File: src/design/lzx_match_window_decoder_assert.svh
// Assertion macros shared by the LZX match/window decoder modules.
`ifndef LZX_MATCH_WINDOW_DECODER_ASSERT_SVH
`define LZX_MATCH_WINDOW_DECODER_ASSERT_SVH

// Same-cycle implication, checked at every rising edge outside reset.
`define LZXMWD_ASSERT_IMP(lbl, clk, rstn, ante, cons) \
  lbl: assert property (@(posedge clk) disable iff (!(rstn)) (ante) |-> (cons)) \
    else $error("lzxmwd: implication check failed");

// Next-cycle implication, checked at every rising edge outside reset.
`define LZXMWD_ASSERT_NXT(lbl, clk, rstn, ante, cons) \
  lbl: assert property (@(posedge clk) disable iff (!(rstn)) (ante) |=> (cons)) \
    else $error("lzxmwd: next-cycle check failed");

`endif

File: src/design/lzxmwd_pkg.sv
// Types, constants and slot table functions of the LZX match/window decoder.
package lzxmwd_pkg;

  localparam int unsigned BASE_W    = 22;
  localparam int unsigned MAX_EXTRA = 17;
  localparam logic [7:0]  FILL_BYTE = 8'hDC;
  localparam int unsigned MIN_LEN   = 2;
  localparam int unsigned LEN_W     = 9;

  typedef enum logic [1:0] {
    OP_LITERAL = 2'd0,
    OP_MATCH   = 2'd1,
    OP_LOAD    = 2'd2
  } op_e;

  // Command from the token decoder to the copy engine, valid for one cycle.
  typedef struct packed {
    logic             go_single;  // one-word result (literal, load, unused, bad slot)
    logic             literal;    // write lit_byte into the window
    logic             bad;        // slot out of range
    logic             go_match;   // start a window copy
    logic [LEN_W-1:0] len;        // match length in bytes
    logic [7:0]       lit_byte;
  } cmd_t;

  // Number of extra offset bits for a position slot.
  function automatic logic [4:0] slot_extra(logic [5:0] s);
    logic [4:0] e;
    e = s[5:1] - 5'd1;
    if (s < 6'd4) begin
      return 5'd0;
    end
    if (e > 5'(MAX_EXTRA)) begin
      return 5'(MAX_EXTRA);
    end
    return e;
  endfunction

  // Base offset of a position slot (sum of the slot sizes below it).
  function automatic logic [BASE_W-1:0] slot_base(logic [5:0] s);
    logic [4:0] sh;
    logic [5:0] hi;
    sh = s[5:1] - 5'd1;
    hi = s - 6'd36;
    if (s < 6'd4) begin
      return BASE_W'(s);
    end
    if (s < 6'd36) begin
      return {20'd0, 1'b1, s[0]} << sh;
    end
    return BASE_W'(262144) + ({16'd0, hi} << MAX_EXTRA);
  endfunction

endpackage

File: src/design/lzxmwd_offset.sv
// Repeated offset queue (R0-R2) and slot-to-offset decode.
module lzxmwd_offset #(
  parameter int unsigned WINDOW_BITS = 16
) (
  input  logic                   clk_i,
  input  logic                   rst_ni,
  input  logic                   load_i,
  input  logic                   match_i,
  input  logic [15:0]            repeat_a_i,
  input  logic [15:0]            repeat_b_i,
  input  logic [15:0]            repeat_c_i,
  input  logic [5:0]             slot_i,
  input  logic                   aligned_i,
  input  logic [16:0]            verbatim_i,
  input  logic [2:0]             abits_i,
  output logic [WINDOW_BITS-1:0] offset_o
);

  localparam int unsigned BW = lzxmwd_pkg::BASE_W;

  logic [WINDOW_BITS-1:0] r0_q, r1_q, r2_q;
  logic [4:0]             extra;
  logic [16:0]            vmask, amask, addend;
  logic [BW-1:0]          fresh;
  logic [WINDOW_BITS-1:0] fresh_off;

  // explicit offset from slot base and extra bits
  always_comb begin
    extra = lzxmwd_pkg::slot_extra(slot_i);
    vmask = 17'((18'd1 << extra) - 18'd1);
    amask = 17'((18'd1 << (extra - 5'd3)) - 18'd1);
    if (aligned_i && extra > 5'd3) begin
      addend = ((verbatim_i & amask) << 3) | {14'd0, abits_i};
    end else if (aligned_i && extra == 5'd3) begin
      addend = {14'd0, abits_i};
    end else if (extra != 5'd0) begin
      addend = verbatim_i & vmask;
    end else begin
      addend = '0;
    end
    fresh     = lzxmwd_pkg::slot_base(slot_i) - BW'(2) + BW'(addend);
    fresh_off = WINDOW_BITS'(fresh);
  end

  // offset used by this token
  always_comb begin
    case (slot_i)
      6'd0:    offset_o = r0_q;
      6'd1:    offset_o = r1_q;
      6'd2:    offset_o = r2_q;
      default: offset_o = fresh_off;
    endcase
  end

  // most-recently-used queue update
  always_ff @(posedge clk_i or negedge rst_ni) begin
    if (!rst_ni) begin
      r0_q <= WINDOW_BITS'(1);
      r1_q <= WINDOW_BITS'(1);
      r2_q <= WINDOW_BITS'(1);
    end else if (load_i) begin
      r0_q <= WINDOW_BITS'(repeat_a_i);
      r1_q <= WINDOW_BITS'(repeat_b_i);
      r2_q <= WINDOW_BITS'(repeat_c_i);
    end else if (match_i) begin
      case (slot_i)
        6'd0: begin
        end
        6'd1: begin
          r0_q <= r1_q;
          r1_q <= r0_q;
        end
        6'd2: begin
          r0_q <= r2_q;
          r2_q <= r0_q;
        end
        default: begin
          r0_q <= fresh_off;
          r1_q <= r0_q;
          r2_q <= r1_q;
        end
      endcase
    end
  end

endmodule

File: config.mk
export PLATFORM = sky130hd
export DESIGN_NAME = lzxmwd_offset
export DESIGN_NICKNAME = d
export VERILOG_FILES = /design/src/design/lzx_match_window_decoder_assert.svh /design/src/design/lzxmwd_pkg.sv /design/src/design/lzxmwd_offset.sv
export SDC_FILE = /design/constraint.sdc
export NUM_CORES = 1
export LEC_CHECK = 0
export BUFFER_PORTS_ARGS = -buffer_cell sky130_fd_sc_hd__buf_2
export CORE_ASPECT_RATIO = 1.1
export CORE_MARGIN = 2
export CORE_UTILIZATION = 40
export DETAILED_ROUTE_END_ITERATION = 8
export GPL_ROUTABILITY_DRIVEN = 0
export PLACE_DENSITY = 0.64
export SLEW_MARGIN = 10
export SYNTH_ARGS = -nofsm -noshare
export SYNTH_HDL_FRONTEND = slang
export SYNTH_SLANG_ARGS = --single-unit
File: constraint.sdc
create_clock -name clk_i -period 18.6 [get_ports clk_i]
set_clock_uncertainty 0.1 [all_clocks]
set_input_delay 3.72 -clock clk_i [delete_from_list [all_inputs] [get_ports clk_i]]
set_output_delay 3.72 -clock clk_i [all_outputs]
set_load 0.005 [all_outputs]
-- Word level (Yosys, flattened, before mapping)
Cells that the tools add are included.
- register bits after elaboration: 48
- bits of input ports: 79
- word-level logic and storage cells: 59
- add/sub/neg operators: 7
- order comparisons: 4
- equal/unequal tests: 5
- shift-type cells: 3
- muxes and demuxes: 25
- bitwise operators: 3
- reductions and logical operators: 9
- operator list (kind ; count):
    $mux 16 ; 14
    $pmux 16 s3 ; 1
    $pmux 16 s2 ; 1
    $mux 5 ; 4
    $add 16x16->16 ; 1
    $and 16x16->16 ; 1
    $or 16x3->16 ; 1
    $shl 1x5->16 const A ; 1
    $shl 2x5->16 ; 1
    $sub 16x1->16 const B ; 1
    $sub 16x2->16 const B ; 1
    $and 13x13->13 ; 1
    $shl 1x5->13 const A ; 1
    $sub 13x1->13 const B ; 1
    $eq 6x1->1 const B ; 1
    $eq 6x2->1 const B ; 1
    $logic_not 6->1 ; 1
    $lt 6x3->1 const B ; 1
    $lt 6x6->1 const B ; 1
    $eq 5x2->1 const B ; 1
    $gt 5x2->1 const B ; 1
    $gt 5x5->1 const B ; 1
    $mux 1 ; 5
    $reduce_bool 5->1 ; 1
    other kinds (8) ; 12

-- Logic depth before layout (Yosys ltp)
Gate-level depths: netlist (run 1).
- word-level depth: 16
- gate-level depth with buffers: 29

-- Worst setup path after synthesis (run 1)
Ideal clock, no wire load.
- kind: input -> output
- start: input port slot_i[1]
- end: output port offset_o[15]
- data arrival time: 8.538 ns
- data required time: 14.780 ns
- slack: 6.242 ns
- stages on the path: 29
- path buffers: 3
- path through: buf_2 -> inv_1 -> ha_1 -> buf_4 -> inv_2 -> o31ai_2 -> a22o_1 -> and3_1 -> clkbuf_1 -> ha_1 -> nor2_1 -> nand2_1 -> ha_1 -> xor2_1 -> and3_1 -> a31oi_1 -> ha_1 -> inv_1 -> ha_1 -> or2_2 -> a21oi_1 -> a211oi_1 -> o21a_1 -> o21ai_0 -> a21oi_1 -> a31oi_1 -> nor3_1 -> o21ai_1 -> nand2_1
- cells in the longest elaborated chain, start to end: 14
- elaborated cells between the ends (all ways): 39
- classes of those cells: add/sub (6); order compare (4); eq/ne (3); shift (3); mux (16); bitwise (3); reduce/logical (4)
- ends and longest elaborated chain (element ; line ; text):
    start: declaration ; lzxmwd_offset.sv:12 ; input logic [5:0] slot_i,
    $sub 5x1->5 ; lzxmwd_pkg.sv:29, lzxmwd_pkg.sv:43 ;
    $gt 5x5->1 ; lzxmwd_pkg.sv:33 ; if (e > 5'(MAX_EXTRA)) begin
    $mux 1 (2 in a row) ; lzxmwd_pkg.sv:33 ;
    $mux 5 ; lzxmwd_pkg.sv:36 ; return e;
    $mux 5 ; lzxmwd_pkg.sv:33 ;
    $sub 5x2->5 / $shl 1x5->16 (equally long branches) ; lzxmwd_offset.sv:31, lzxmwd_offset.sv:30 ;
    $shl 1x5->13 / $sub 16x1->16 (equally long branches) ; lzxmwd_offset.sv:31, lzxmwd_offset.sv:30 ;
    $sub 13x1->13 / $and 16x16->16 (equally long branches) ; lzxmwd_offset.sv:31, lzxmwd_offset.sv:37 ;
    $and 13x13->13 / $mux 16 (equally long branches) ; lzxmwd_offset.sv:33, lzxmwd_offset.sv:36 ;
    $or 16x3->16 / $mux 16 (equally long branches) ; lzxmwd_offset.sv:33, lzxmwd_offset.sv:34 ;
    $mux 16 ; lzxmwd_offset.sv:32 ; if (aligned_i && extra > 5'd3) begin
    $add 16x16->16 ; lzxmwd_offset.sv:41 ; fresh = lzxmwd_pkg::slot_base(slot_i) - BW'(2) + BW'(addend);
    $pmux 16 s3 (*) ; lzxmwd_offset.sv:47 ; case (slot_i)
    end: declaration ; lzxmwd_offset.sv:16 ; output logic [WINDOW_BITS-1:0] offset_o
Every way passes the cells marked *; elsewhere a longest branch is shown, timed or not. The select of a mux whose other input is x is not followed.

-- Worst setup path after layout (run 1)
Ends and elaborated chain as after synthesis.

==> metrics.yaml, run 1 <==
status:
  status: "completed"
logic_synthesis:
  synth_seq_cells: 48
  yosys-top-cells-area: "dfrtp_1 (21%), nand2_1 (9.1%), ha_1 (8.4%), mux2i_1 (8.1%), a21oi_1 (6.2%)"
  yosys.area.top_type_share_pct: 21.1
  yosysTopAreaCell: "dfrtp_1"
  synth.net_count: 844
  netlist_area_sq_um: 5340
  synth_seq_area_share_pct: 22.6
  yosysUniqueCellTypes: 75
  synth_top_flop_cell: "dfrtp_1"
  avgSynthCellArea_sq_um: 7.34
  synthCells: 728
  synth_edf_count: 0
  ys_warn_count: 0
  synthArstFlopShare_pct: 100
clock_network:
  cts_buffer_depth: 2
  clkLatencyLatePin_ns: 0.29
  clkSinkCount: 48
  cts_resized: 0
  cts_made_buffers: 5
  cts_tree: "yes"
  clk_pin_slew_ns: 0.06
  post_cts_buffers: 0
  cts_hold_buffers: 0
  cts-root-buf: "clkbuf_16"
  cts-htree-levels: 2
grt:
  grt_overflow: 0
  grt_max_degree: 99
  grt_pass1_vias: 5145
  track_usage_pct: 22.3
  grt_pass1_wl_mm: 26.1
  antenna_found_initial: 0
sta:
  drv_slew: 0
  timing.final.crit_share_pct: 77.4
  rsz0062_at_grt: "no"
  setup_tns_ns: 0
  min_period_ns: 14.40
  worst_pin_slew_ns: 1.03
  fmax_ghz: 0.0694
  hold_viol: 0
  finalSetupViolations: 0
  relSlewSlack_pct: 30.9
route:
  drtIter0Drc: 487
  drt_first_pass_iters: 5
  wl_per_cell_um: 16.5
  vias: 5534
  drt_drc_violations_left: 0
  wirelength_mm: 15.8
  final_antenna_net_count: 0
  vias_per_cell: 5.80
floorplan:
  io_pins: 95
  die_w_um: 114
  die_h_um: 125
  initial_core_util_pct: 40.8
  fp.dieArea_sq_um: 14300
  num_rows: 44
  coreArea_sq_um: 13100
layout:
  area_growth_pct: 12.9
  utilization_pct: 46.0
  final_area_sq_um: 6030
  nNetsFinal: 908
  drive_gt1_share_pct: 16.8
  final_common_cell: "nand2_1"
  layout_common_cells: "nand2_1 (130), buf_2 (93), a21oi_1 (65), o21ai_0 (64), dfrtp_1 (45)"
  diodes: 0
power_and_ir_drop:
  leakage_nw: 2.76
  p_sw_share_pct: 40.1
  peakVddDrop_v: 0.0000670
  p_per_area_nw_per_um2: 74.6
  pwr-share-comb_pct: 49.8
  p_int_w: 0.000269
  p_sw_w: 0.000180
  p_clk_share_pct: 20.4
  pwr-share-seq_pct: 29.8
  fin_total_pwr_w: 0.000450
worst_setup_path:
  cp-end-kind: "output pin"
  arrival_ns: 10.58
  path_max_fanout: 48
  crit_type: "in -> out"
  cp.required_ns: 14.78
  worst_setup_path_start_kind: "input port"
placed_design:
  postPlaceCellArea_sq_um: 5880
  port_buffers: 93
  dp_hpwl_mm: 11.6
flow_run:
  cap_violations: 0
worst_hold_path:
  hp-class: "reg -> reg"
Yosys cell counts, types with 6 or more instances:
cell	n
o21a_1	7
and2_1	6
ha_1	36
a21o_1	6
o21ai_1	8
nand2_1	130
dfrtp_1	45
mux2i_1	43
nand3_1	35
o221ai_1	8
nand2b_1	11
buf_2	8
a31oi_1	16
a21oi_1	66
xor2_1	11
nor2_1	34
and3_1	9
nor3_1	15
o21ai_0	64
xnor2_1	11
clkbuf_1	29
inv_1	33
area by class of cell:
type	count	area [sq um]
Multi-Input combinational cell	601	3830
Tap cell	161	201
Sequential cell	48	1200
Timing Repair Buffer	99	510
Fill cell	1377	7070
Inverter	37	139
Clock buffer	8	146
per-stage QoR:
step / hold WS, ns / std cells / setup slack (ns)
after CTS: 0.381 / 954 / 4.30
after global routing: 0.417 / 954 / 3.72
after floorplan: 0.342 / 728 / 6.24
final: 0.379 / 954 / 4.20
after global placement: 0.358 / 946 / 4.28
after detailed placement: 0.367 / 946 / 4.35
power by group through the flow:
stage               clock network [W]  logic, W  registers, W
finish                      0.0000917  0.000224      0.000134
global route                0.0000983  0.000252      0.000136
CTS                         0.0000934  0.000224      0.000134
detailed placement                  0  0.000222      0.000136
global placement                    0  0.000221      0.000135
floorplan                           0  0.000154      0.000132
flip-flops by register name, indices dropped and copies added, names as in the netlist:
register	count
r1_q	16
r0_q	16
r2_q	16
critical path, cell delays in order:
cell,delay (ns)
buf_2,0.08
buf_4,0.48
inv_1,0.34
ha_1,0.45
xor2_1,0.63
nand4_1,0.47
ha_1,0.52
nor2_1,0.28
nand2_1,0.10
ha_1,0.25
xor2_1,0.17
and3_1,0.18
a31oi_1,0.27
ha_1,0.20
inv_1,0.05
ha_1,0.32
or2_2,0.28
a21oi_1,0.18
a211oi_1,0.09
o21a_1,0.22
o21ai_0,0.25
a21oi_1,0.15
a31oi_1,0.26
nor3_1,0.10
o21ai_1,0.25
nand2_1,0.12
buf_2,0.14
logic make-up after synthesis:
| family | share of synthesized area, % |
|---|---|
| adders and majority gates | 8.81 |
| DFF | 22.6 |
| xor gates and xnor gates | 3.61 |
| and+or+nand+nor | 23.8 |
| muxes | 8.48 |
| AOI/OAI and AO/OA | 26.8 |
| buffers and inverters | 5.95 |
path summary, 6_finish.rpt:
kind                                 from  depth (start not counted)  slack (ns)            to
worst min-delay path              r2_q[2]                          2        0.38       r2_q[2]
worst min register to register    r2_q[2]                          2        0.38       r2_q[2]
worst max-delay path            slot_i[1]                         27        4.20  offset_o[15]
min in group asynchronous          rst_ni                          2        3.43      r1_q[11]
worst max register to register    r0_q[9]                          6       17.06       r0_q[9]
max in group asynchronous          rst_ni                          2       14.56       r2_q[4]
per-layer routing:
layer	wire, um	vias to the layer above	track usage [%]	share of wire (%)
met2	7190	196	36.1	46
met5	0	-	0	0
met4	230	0	5.16	1.5
met3	940	18	2.23	6.0
li1	-	2762	-	-
met1	7410	2558	32.0	47
(Power assumes the default switching activity.)
==> run 2, diff against run 1 <==
Settings changed: PLACE_DENSITY 0.64 to 0.67.
Clock period 18.6 ns to 13.2 ns, I/O delays scaled along.
==> metrics.yaml, run 2 (synthesized netlist as in run 1, its figures left out) <==
worst_hold_path:
  hold_depth: 2  # unchanged
  hp-class: "reg -> reg"  # unchanged
grt:
  grt_pass1_wl_mm: 25.9  # was 26.1 mm
  met3_usage_pct: 2.13  # was 2.23%
  busiest_layer: "met2"  # unchanged
  use_met1_pct: 31.7  # was 32.0%
  track_usage_pct: 22.1  # was 22.3%
  grt_overflow: 0  # unchanged
  grt_pass1_vias: 5159  # was 5145
  grt_use_met2_pct: 35.3  # was 36.1%
  grt_max_degree: 99  # unchanged
  antenna_found_initial: 0  # unchanged
worst_setup_path:
  cp-end-kind: "output pin"  # unchanged
  reg2reg_depth: 6  # unchanged
  cp_common_cell: "ha_1"  # unchanged
  path_delay_family: "compound AO/OA/AOI/OAI gates"  # was adder cells
  crit_type: "in -> out"  # unchanged
  cp_num_buf_inv: 5  # unchanged
  worst_setup_path_start_kind: "input port"  # unchanged
  arrival_ns: 8.86  # was 10.58 ns
  regToRegSetupSlack_ns: 11.71  # was 17.06 ns
  critPathMaxStageDelay_ns: 0.45  # was 0.63 ns
  path_max_fanout: 13  # was 48
  cp_slowest_cell: "ha_1"  # was xor2_1
  crit_cells: 28  # was 27
  cp.required_ns: 10.46  # was 14.78 ns
route:
  vias: 5556  # was 5534
  final_antenna_net_count: 0  # unchanged
  drtIter0Drc: 480  # was 487
  wl_per_cell_um: 16.3  # was 16.5 um
  drt_first_pass_iters: 5  # unchanged
  wirelength_mm: 15.7  # was 15.8 mm
  vias_per_cell: 5.80  # about the same
  drt_drc_violations_left: 0  # unchanged
layout:
  final_common_cell: "nand2_1"  # unchanged
  drive_gt1_share_pct: 17.3  # was 16.8%
  final_area_sq_um: 6070  # was 6030 sq um
  area_growth_pct: 13.7  # was 12.9%
  layout_common_cells: "nand2_1 (130), buf_2 (93), a21oi_1 (65), o21ai_0 (64), dfrtp_1 (45)"  # unchanged
  diodes: 0  # unchanged
  utilization_pct: 46.3  # was 46.0%
  top_regs: "r0_q x16, r1_q x16, r2_q x16"  # unchanged
  nNetsFinal: 912  # was 908
floorplan:
  die_w_um: 114  # unchanged
  fp.dieArea_sq_um: 14300  # unchanged
  io_pins: 95  # unchanged
  initial_core_util_pct: 40.8  # unchanged
  num_rows: 44  # unchanged
  die_h_um: 125  # unchanged
  coreArea_sq_um: 13100  # unchanged
sta:
  fmax_ghz: 0.0862
  worst_pin_slew_ns: 1.05  # was 1.03 ns
  hold_viol: 0  # unchanged
  rsz0062_at_grt: "no"  # unchanged
  finalSetupViolations: 0  # unchanged
  drv_slew: 0  # unchanged
  min_period_ns: 11.60
  setup_ws_ns: 1.60  # was 4.20 ns
  setup_tns_ns: 0  # unchanged
  relSlewSlack_pct: 29.6  # was 30.9%
  timing.final.crit_share_pct: 87.9
clock_network:
  post_cts_buffers: 0  # unchanged
  cts_hold_buffers: 0  # unchanged
  cts-root-buf: "clkbuf_16"  # unchanged
  clk_pin_slew_ns: 0.06  # about the same
  cts_buffer_depth: 2  # unchanged
  cts_tree: "yes"  # unchanged
  clkLatencyLatePin_ns: 0.29  # about the same
  cts_resized: 0  # unchanged
  cts_made_buffers: 5  # unchanged
  clkSinkCount: 48  # unchanged
  cts-htree-levels: 2  # unchanged
placed_design:
  postPlaceCellArea_sq_um: 5910  # was 5880 sq um
  dp_hpwl_mm: 11.6  # about the same
  dp_slack_ns: 1.68  # was 4.35 ns
  port_buffers: 93  # unchanged
power_and_ir_drop:
  p_clk_share_pct: 21.1  # was 20.4%
  p_sw_w: 0.000252  # was 0.000180 W
  fin_total_pwr_w: 0.000638  # was 0.000450 W
  p_int_w: 0.000386  # was 0.000269 W
  pwr-share-comb_pct: 49.3  # was 49.8%
  p_per_area_nw_per_um2: 105  # was 74.6 nW/um^2
  leakage_nw: 2.79  # was 2.76 nW
  pwr-share-seq_pct: 29.6  # was 29.8%
  p_sw_share_pct: 39.5  # was 40.1%
  peakVddDrop_v: 0.0000985  # was 0.0000670 V
status:
  status: "completed"  # unchanged
flow_run:
  cap_violations: 0  # unchanged
[run 2: final timing paths]
check	from	to
min reg2reg	r2_q[10]	r2_q[10]
min	r2_q[10]	r2_q[10]
max reg2reg	r0_q[9]	r0_q[9]
max	slot_i[2]	offset_o[15]
min in group asynchronous	rst_ni	r2_q[11]
max in group asynchronous	rst_ni	r0_q[3]
[run 2: power groups by stage]
| stage | combinational [W] | clock, W | sequential, W |
|---|---|---|---|
| global route | 0.000354 | 0.000142 | 0.000192 |
| global placement | 0.000312 | 0 | 0.000191 |
| finish | 0.000315 | 0.000135 | 0.000189 |
| detailed placement | 0.000313 | 0 | 0.000191 |
| CTS | 0.000315 | 0.000137 | 0.000189 |
| floorplan | 0.000217 | 0 | 0.000186 |
[run 2: metal layers]
layer	up-vias	wire length, um
met5	-	0
met4	0	359
met3	31	1070
met2	220	7130
met1	2534	7100
li1	2771	-
[run 2: final cells by class]
type,instances,area (sq um)
multi-input cells,601,3830
flip-flops and latches,48,1200
well taps,161,201
clock buffers,8,156
fillers,1378,7030
repair buffers,103,541
inverters,37,139
[run 2: worst register-to-register path: stages, from the launching register on]
cell	delay, ns
dfrtp_1	0.41
mux2i_1	0.13
nor2_1	0.06
a21oi_1	0.22
o31ai_1	0.17
mux2i_1	0.17
o21ai_0	0.09
[run 2: metrics by stage]
stage | hold WS [ns] | instances
6_report | 0.371 | 958
5_1_grt | 0.403 | 958
2_1_floorplan | 0.342 | 728
3_3_place_gp | 0.358 | 950
3_5_place_dp | 0.365 | 950
4_1_cts | 0.379 | 958
